<file path="src/hw/rtl/mfv_pkg.sv">
// ----------------------------------------------------------------------------
// mfv_pkg: shared types and constants for the most frequent value finder
// Holds the payload structs, the search sequencer state type and the
// default store depth.
// ----------------------------------------------------------------------------
package mfv_pkg;

  // Default number of entries in the element store
  localparam int unsigned MAX_ELEMENTS_DEF = 256;

  // Width of one stored element
  localparam int unsigned ELEM_W = 32;

  // Input transfer payload
  typedef struct packed {
    logic signed [ELEM_W-1:0] value;
    logic                     last;
  } in_item_t;

  // Result transfer payload
  typedef struct packed {
    logic signed [ELEM_W-1:0] mode_value;
    logic                     overflow;
  } out_item_t;

  // Search sequencer states
  typedef enum logic [2:0] {
    SEQ_IDLE,
    SEQ_FETCH,
    SEQ_WAIT,
    SEQ_SCAN,
    SEQ_EVAL,
    SEQ_DONE
  } seq_state_t;

  // Status from the search sequencer to the top level
  typedef struct packed {
    logic              busy;
    logic              done;
    logic [ELEM_W-1:0] mode;
  } seq_status_t;

endpackage

</file>
<file path="src/hw/rtl/mfv_seq.sv">
// ----------------------------------------------------------------------------
// mfv_seq: search sequencer for the most frequent value
// Walks the stored elements with one compare unit: for each candidate it
// streams the later entries past an equality compare, counts hits and keeps
// the best candidate (strictly greater count wins, so earlier ones keep ties).
// ----------------------------------------------------------------------------
module mfv_seq #(
  parameter int unsigned MaxElements = mfv_pkg::MAX_ELEMENTS_DEF,
  localparam int unsigned IW = (MaxElements > 1) ? $clog2(MaxElements) : 1,
  localparam int unsigned CW = $clog2(MaxElements + 1)
) (
  input  logic                        clk,
  input  logic                        rst_n,
  input  logic                        start_search,
  input  logic [CW-1:0]               n_count,
  input  logic [mfv_pkg::ELEM_W-1:0]  rdata,
  output logic [IW-1:0]               raddr,
  output mfv_pkg::seq_status_t        status
);

  mfv_pkg::seq_state_t state_r, state_nxt;
  logic [CW-1:0] i_r, i_nxt;
  logic [CW-1:0] j_r, j_nxt;
  logic [CW-1:0] cnt_r, cnt_nxt;
  logic [CW-1:0] best_cnt_r, best_cnt_nxt;
  logic [mfv_pkg::ELEM_W-1:0] cand_r, cand_nxt;
  logic [mfv_pkg::ELEM_W-1:0] best_r, best_nxt;
  logic pv_r, pv_nxt;   // a read issued last cycle is on rdata now
  logic j_in_range;
  logic hit;

  assign j_in_range = (j_r < n_count);
  assign hit        = pv_r && (rdata == cand_r);

  // Control registers
  always_ff @(posedge clk) begin
    if (!rst_n) begin
      state_r <= mfv_pkg::SEQ_IDLE;
      pv_r    <= 1'b0;
    end else begin
      state_r <= state_nxt;
      pv_r    <= pv_nxt;
    end
  end

  // Datapath registers
  always_ff @(posedge clk) begin
    i_r        <= i_nxt;
    j_r        <= j_nxt;
    cnt_r      <= cnt_nxt;
    best_cnt_r <= best_cnt_nxt;
    cand_r     <= cand_nxt;
    best_r     <= best_nxt;
  end

  // Next state and datapath control
  always_comb begin
    state_nxt    = state_r;
    i_nxt        = i_r;
    j_nxt        = j_r;
    cnt_nxt      = cnt_r;
    best_cnt_nxt = best_cnt_r;
    cand_nxt     = cand_r;
    best_nxt     = best_r;
    pv_nxt       = 1'b0;
    raddr        = i_r[IW-1:0];

    unique case (state_r)
      mfv_pkg::SEQ_IDLE: begin
        if (start_search) begin
          i_nxt        = '0;
          best_cnt_nxt = '0;
          state_nxt    = mfv_pkg::SEQ_FETCH;
        end
      end
      // read the candidate entry
      mfv_pkg::SEQ_FETCH: begin
        raddr     = i_r[IW-1:0];
        state_nxt = mfv_pkg::SEQ_WAIT;
      end
      // latch the candidate, start counting at one
      mfv_pkg::SEQ_WAIT: begin
        cand_nxt  = rdata;
        cnt_nxt   = CW'(1);
        j_nxt     = i_r + CW'(1);
        state_nxt = mfv_pkg::SEQ_SCAN;
      end
      // stream later entries past the compare, one read per cycle
      mfv_pkg::SEQ_SCAN: begin
        if (j_in_range) begin
          raddr  = j_r[IW-1:0];
          pv_nxt = 1'b1;
          j_nxt  = j_r + CW'(1);
        end
        if (hit) begin
          cnt_nxt = cnt_r + CW'(1);
        end
        if (!j_in_range && !pv_r) begin
          state_nxt = mfv_pkg::SEQ_EVAL;
        end
      end
      // keep the candidate only on a strictly larger count
      mfv_pkg::SEQ_EVAL: begin
        if (cnt_r > best_cnt_r) begin
          best_cnt_nxt = cnt_r;
          best_nxt     = cand_r;
        end
        i_nxt = i_r + CW'(1);
        if ((i_r + CW'(1)) < n_count) begin
          state_nxt = mfv_pkg::SEQ_FETCH;
        end else begin
          state_nxt = mfv_pkg::SEQ_DONE;
        end
      end
      mfv_pkg::SEQ_DONE: begin
        state_nxt = mfv_pkg::SEQ_IDLE;
      end
      default: begin
        state_nxt = mfv_pkg::SEQ_IDLE;
      end
    endcase
  end

  assign status.busy = (state_r != mfv_pkg::SEQ_IDLE);
  assign status.done = (state_r == mfv_pkg::SEQ_DONE);
  assign status.mode = best_r;

endmodule

</file>
<file path="config.mk">
export PLATFORM = sky130hd
export DESIGN_NAME = mfv_seq
export DESIGN_NICKNAME = d
export VERILOG_FILES = /design/src/hw/rtl/mfv_pkg.sv /design/src/hw/rtl/mfv_seq.sv
export SDC_FILE = /design/constraint.sdc
export NUM_CORES = 1
export LEC_CHECK = 0
export BUFFER_PORTS_ARGS = -buffer_cell sky130_fd_sc_hd__buf_2
export CAP_MARGIN = 5
export CELL_PAD_IN_SITES_DETAIL_PLACEMENT = 1
export CELL_PAD_IN_SITES_GLOBAL_PLACEMENT = 1
export CORE_MARGIN = 2
export CORE_UTILIZATION = 49
export CTS_CLUSTER_SIZE = 28
export DETAILED_ROUTE_END_ITERATION = 6
export PLACE_DENSITY = 0.9
export REMOVE_ABC_BUFFERS = 1
export SETUP_SLACK_MARGIN = 0.05
export SYNTH_ARGS = -nofsm -noshare
export SYNTH_HDL_FRONTEND = slang
export SYNTH_SLANG_ARGS = --single-unit
</file>
<file path="constraint.sdc">
create_clock -name clk -period 5.29 [get_ports clk]
set_clock_uncertainty 0.1 [all_clocks]
set_input_delay 1.058 -clock clk [delete_from_list [all_inputs] [get_ports clk]]
set_output_delay 1.058 -clock clk [all_outputs]
set_load 0.03 [all_outputs]
</file>
==> impl_metrics.ini <==
[floorplanning]
rows = 36
core_area_mm2 = 0.00977
dieArea_mm2 = 0.0109
die_h_um = 104
start_util_pct = 50.4
die_width_um = 104
ios = 86

[route]
first_pass_iters = 4
drt_iter0_drc = 166
drt_wl_total_um = 11200
vias = 3169
drc = 0
wire_per_inst_um = 18.9
final_antenna_net_count = 0
avgViaCountPerCell = 5.35

[critical_path]
cp-start-kind = input pin
cp_cell_sequence = buf_2, inv_1, ha_1, nand2_1, o21ai_0, a31oi_1, o211ai_4, mux2_2, buf_2
crit_top_cell = buf_2
worstPathMaxFanout = 13
max_stage_delay_ps = 470
endpoint_kind = primary output
arrival_ps = 2940
reg2reg_depth = 6
critPathRequiredTime_ps = 4130
path_class = in -> out
cp_slowest_cell = o211ai_4

[sta]
post-route-min-period_ps = 4100
fin_setup_tns_ps = 0
max_freq_ghz = 0.244
drv_slew = 0
tightest_slew_ps = 1120
hold_viol = 0
min_period_over_period_pct = 77.5
rsz0062_at_grt = no
finalSetupViolCount = 0
hold_ws_ps = 377
slew_headroom_pct = 23.6

[pwr]
peakVddDrop_mv = 0.236
clkPwrFrac_pct = 27.1
p_leak_nw = 2.32
p_int_w = 0.00121
switching_share_pct = 26.8
seqPwrFrac_pct = 59.7
powerDensity_mw_per_mm2 = 290
p_sw_w = 0.000440
p_comb_share_pct = 13.1

[placed_design]
dp_hpwl_um = 8500
dpl-instance-area_mm2 = 0.00550
port_buffers = 85
place_congestion = 0.763
dp.cells = 576

[logic_synthesis]
async_flop_share_pct = 0
yosysSeqAreaShare_pct = 62.6
ys_top_cells_by_area = edfxtp_1, ha_1, xnor2_1
post-synth-top-count-cell = edfxtp_1
yosysUniqueCellTypes = 38
synth_edf_count = 100
synthCells = 364
yosysWarnings = 0
synth_top_area_share_pct = 60.9
syn_avg_cell_area_um2 = 13.5
syn_area_mm2 = 0.00493
synth_top_area_cell = edfxtp_1
synth_common_cells = edfxtp_1, inv_1, nor2_1, ha_1, xnor2_1
ys.flop_type = edfxtp_1
ys_ff_latch = 104

[min_path]
min_path_type = reg -> reg
hold_depth = 0

[clock_tree]
cts_made_buffers = 9
cts_hold_buf = 0
clockBufferDepth = 2
tritoncts = yes
ctsResizeCount = 0
clock_sinks = 104
h-tree-depth = 3
path_clk_slew_ps = 100
postCtsSetupRepairBufs = 0
cts-root-buf = clkbuf_8
clkLatencyLatePin_ps = 380

[status]
status = completed

[global_route]
grt_start_max_net_pins = 33
antenna_found_initial = 0
grt_pass1_vias = 3531
grt_pass1_wl_um = 17900
grt_usage_pct = 21.4
gr-total-overflow = 0

[finish]
n_fill_cell = 1023
syn2layout_area_growth_pct = 15.0
finalNetCount = 526
regArea_mm2 = 0.00308
diodes = 0
design_area_mm2 = 0.00567
drive_gt1_share_pct = 25.3
finalNonFillerCells = 592
multi_input_area_mm2 = 0.00170

[job]
drv_cap = 0
==> power by group through the flow <==
| stage | combinational, W | clock (W) | sequential, W |
|---|---|---|---|
| final | 0.000216 | 0.000447 | 0.000983 |
| after global routing | 0.000241 | 0.000481 | 0.000987 |
| after CTS | 0.000220 | 0.000454 | 0.000983 |
| after detailed placement | 0.000218 | 0 | 0.00100 |
| after global placement | 0.000202 | 0 | 0.000997 |
| after floorplan | 0.000142 | 0 | 0.000991 |
==> layout by cell type (no fill, tap or decap), types with 9 or more instances in the layout <==
master    netlist  final
edfxtp_1      100    100
buf_2           0     85
inv_1          29     29
xnor2_1        28     28
nor2_1         29     28
ha_1           28     28
xor2_1         24     24
a21oi_1        16     16
and3_1         15     15
nand3_1        13     13
clkbuf_8        0      9
==> area by class of cell <==
cell class / count / area share, %
Clock inverter: 7 / 0.817
Inverter: 29 / 1.92
Clock buffer: 9 / 2.19
Timing Repair Buffer: 87 / 7.77
Tap cell: 133 / 2.94
Sequential cell: 104 / 54.4
Multi-Input combinational cell: 223 / 30.0
==> worst max-delay path, delay by kind of cell <==
family | cells | cell delay [ps]
buffers and inverters | 3 | 320
adder cells (fa/ha/maj) | 1 | 300
AND/OR/NAND/NOR | 1 | 50
multiplexers | 1 | 400
AO/OA/AOI/OAI | 3 | 810
==> logic make-up after synthesis <==
| kind of cell | after synthesis | synth area share (%) |
|---|---|---|
| compound gates | 42 | 5.41 |
| fa+ha+maj | 28 | 7.11 |
| mux | 11 | 2.84 |
| simple gates | 90 | 9.72 |
| xor+xnor | 52 | 9.24 |
| flops | 104 | 62.6 |
| buf+inv | 37 | 3.12 |
==> sequential cells by signal, summed over array words and instances (netlist names) <==
signal	cells
i_r	9
best_r	32
pv_r	1
state_r	3
j_r	9
cnt_r	9
best_cnt_r	9
cand_r	32
==> metrics by stage <==
stage               utilization (%)  setup WS (ps)  total power (W)
finish                         58.0           1190          0.00165
global route                   58.0           1100          0.00171
CTS                            58.0           1180          0.00166
detailed placement             56.2           1180          0.00122
global placement               56.2           1280          0.00120
floorplan                         -           1630          0.00113
==> metal layers <==
layer  GRT usage (%)  vias to the layer above  wire length (µm)
met1            23.4                     1576              4390
met4            7.43                        0               191
met2            39.5                       78              6030
met3            5.76                       16               561
li1                -                     1499                 -
met5               0                        -                 0
==> path summary, 6_finish.rpt <==
path / from / to / slack, ps
setup / recovery: n_count[2] / raddr[0] / 1190
hold / removal: cand_r[25] / best_r[25] / 380
setup reg to reg: cnt_r[2] / best_cnt_r[6] / 2010
hold reg to reg: cand_r[25] / best_r[25] / 380
Power figures use the tool's default switching activity.
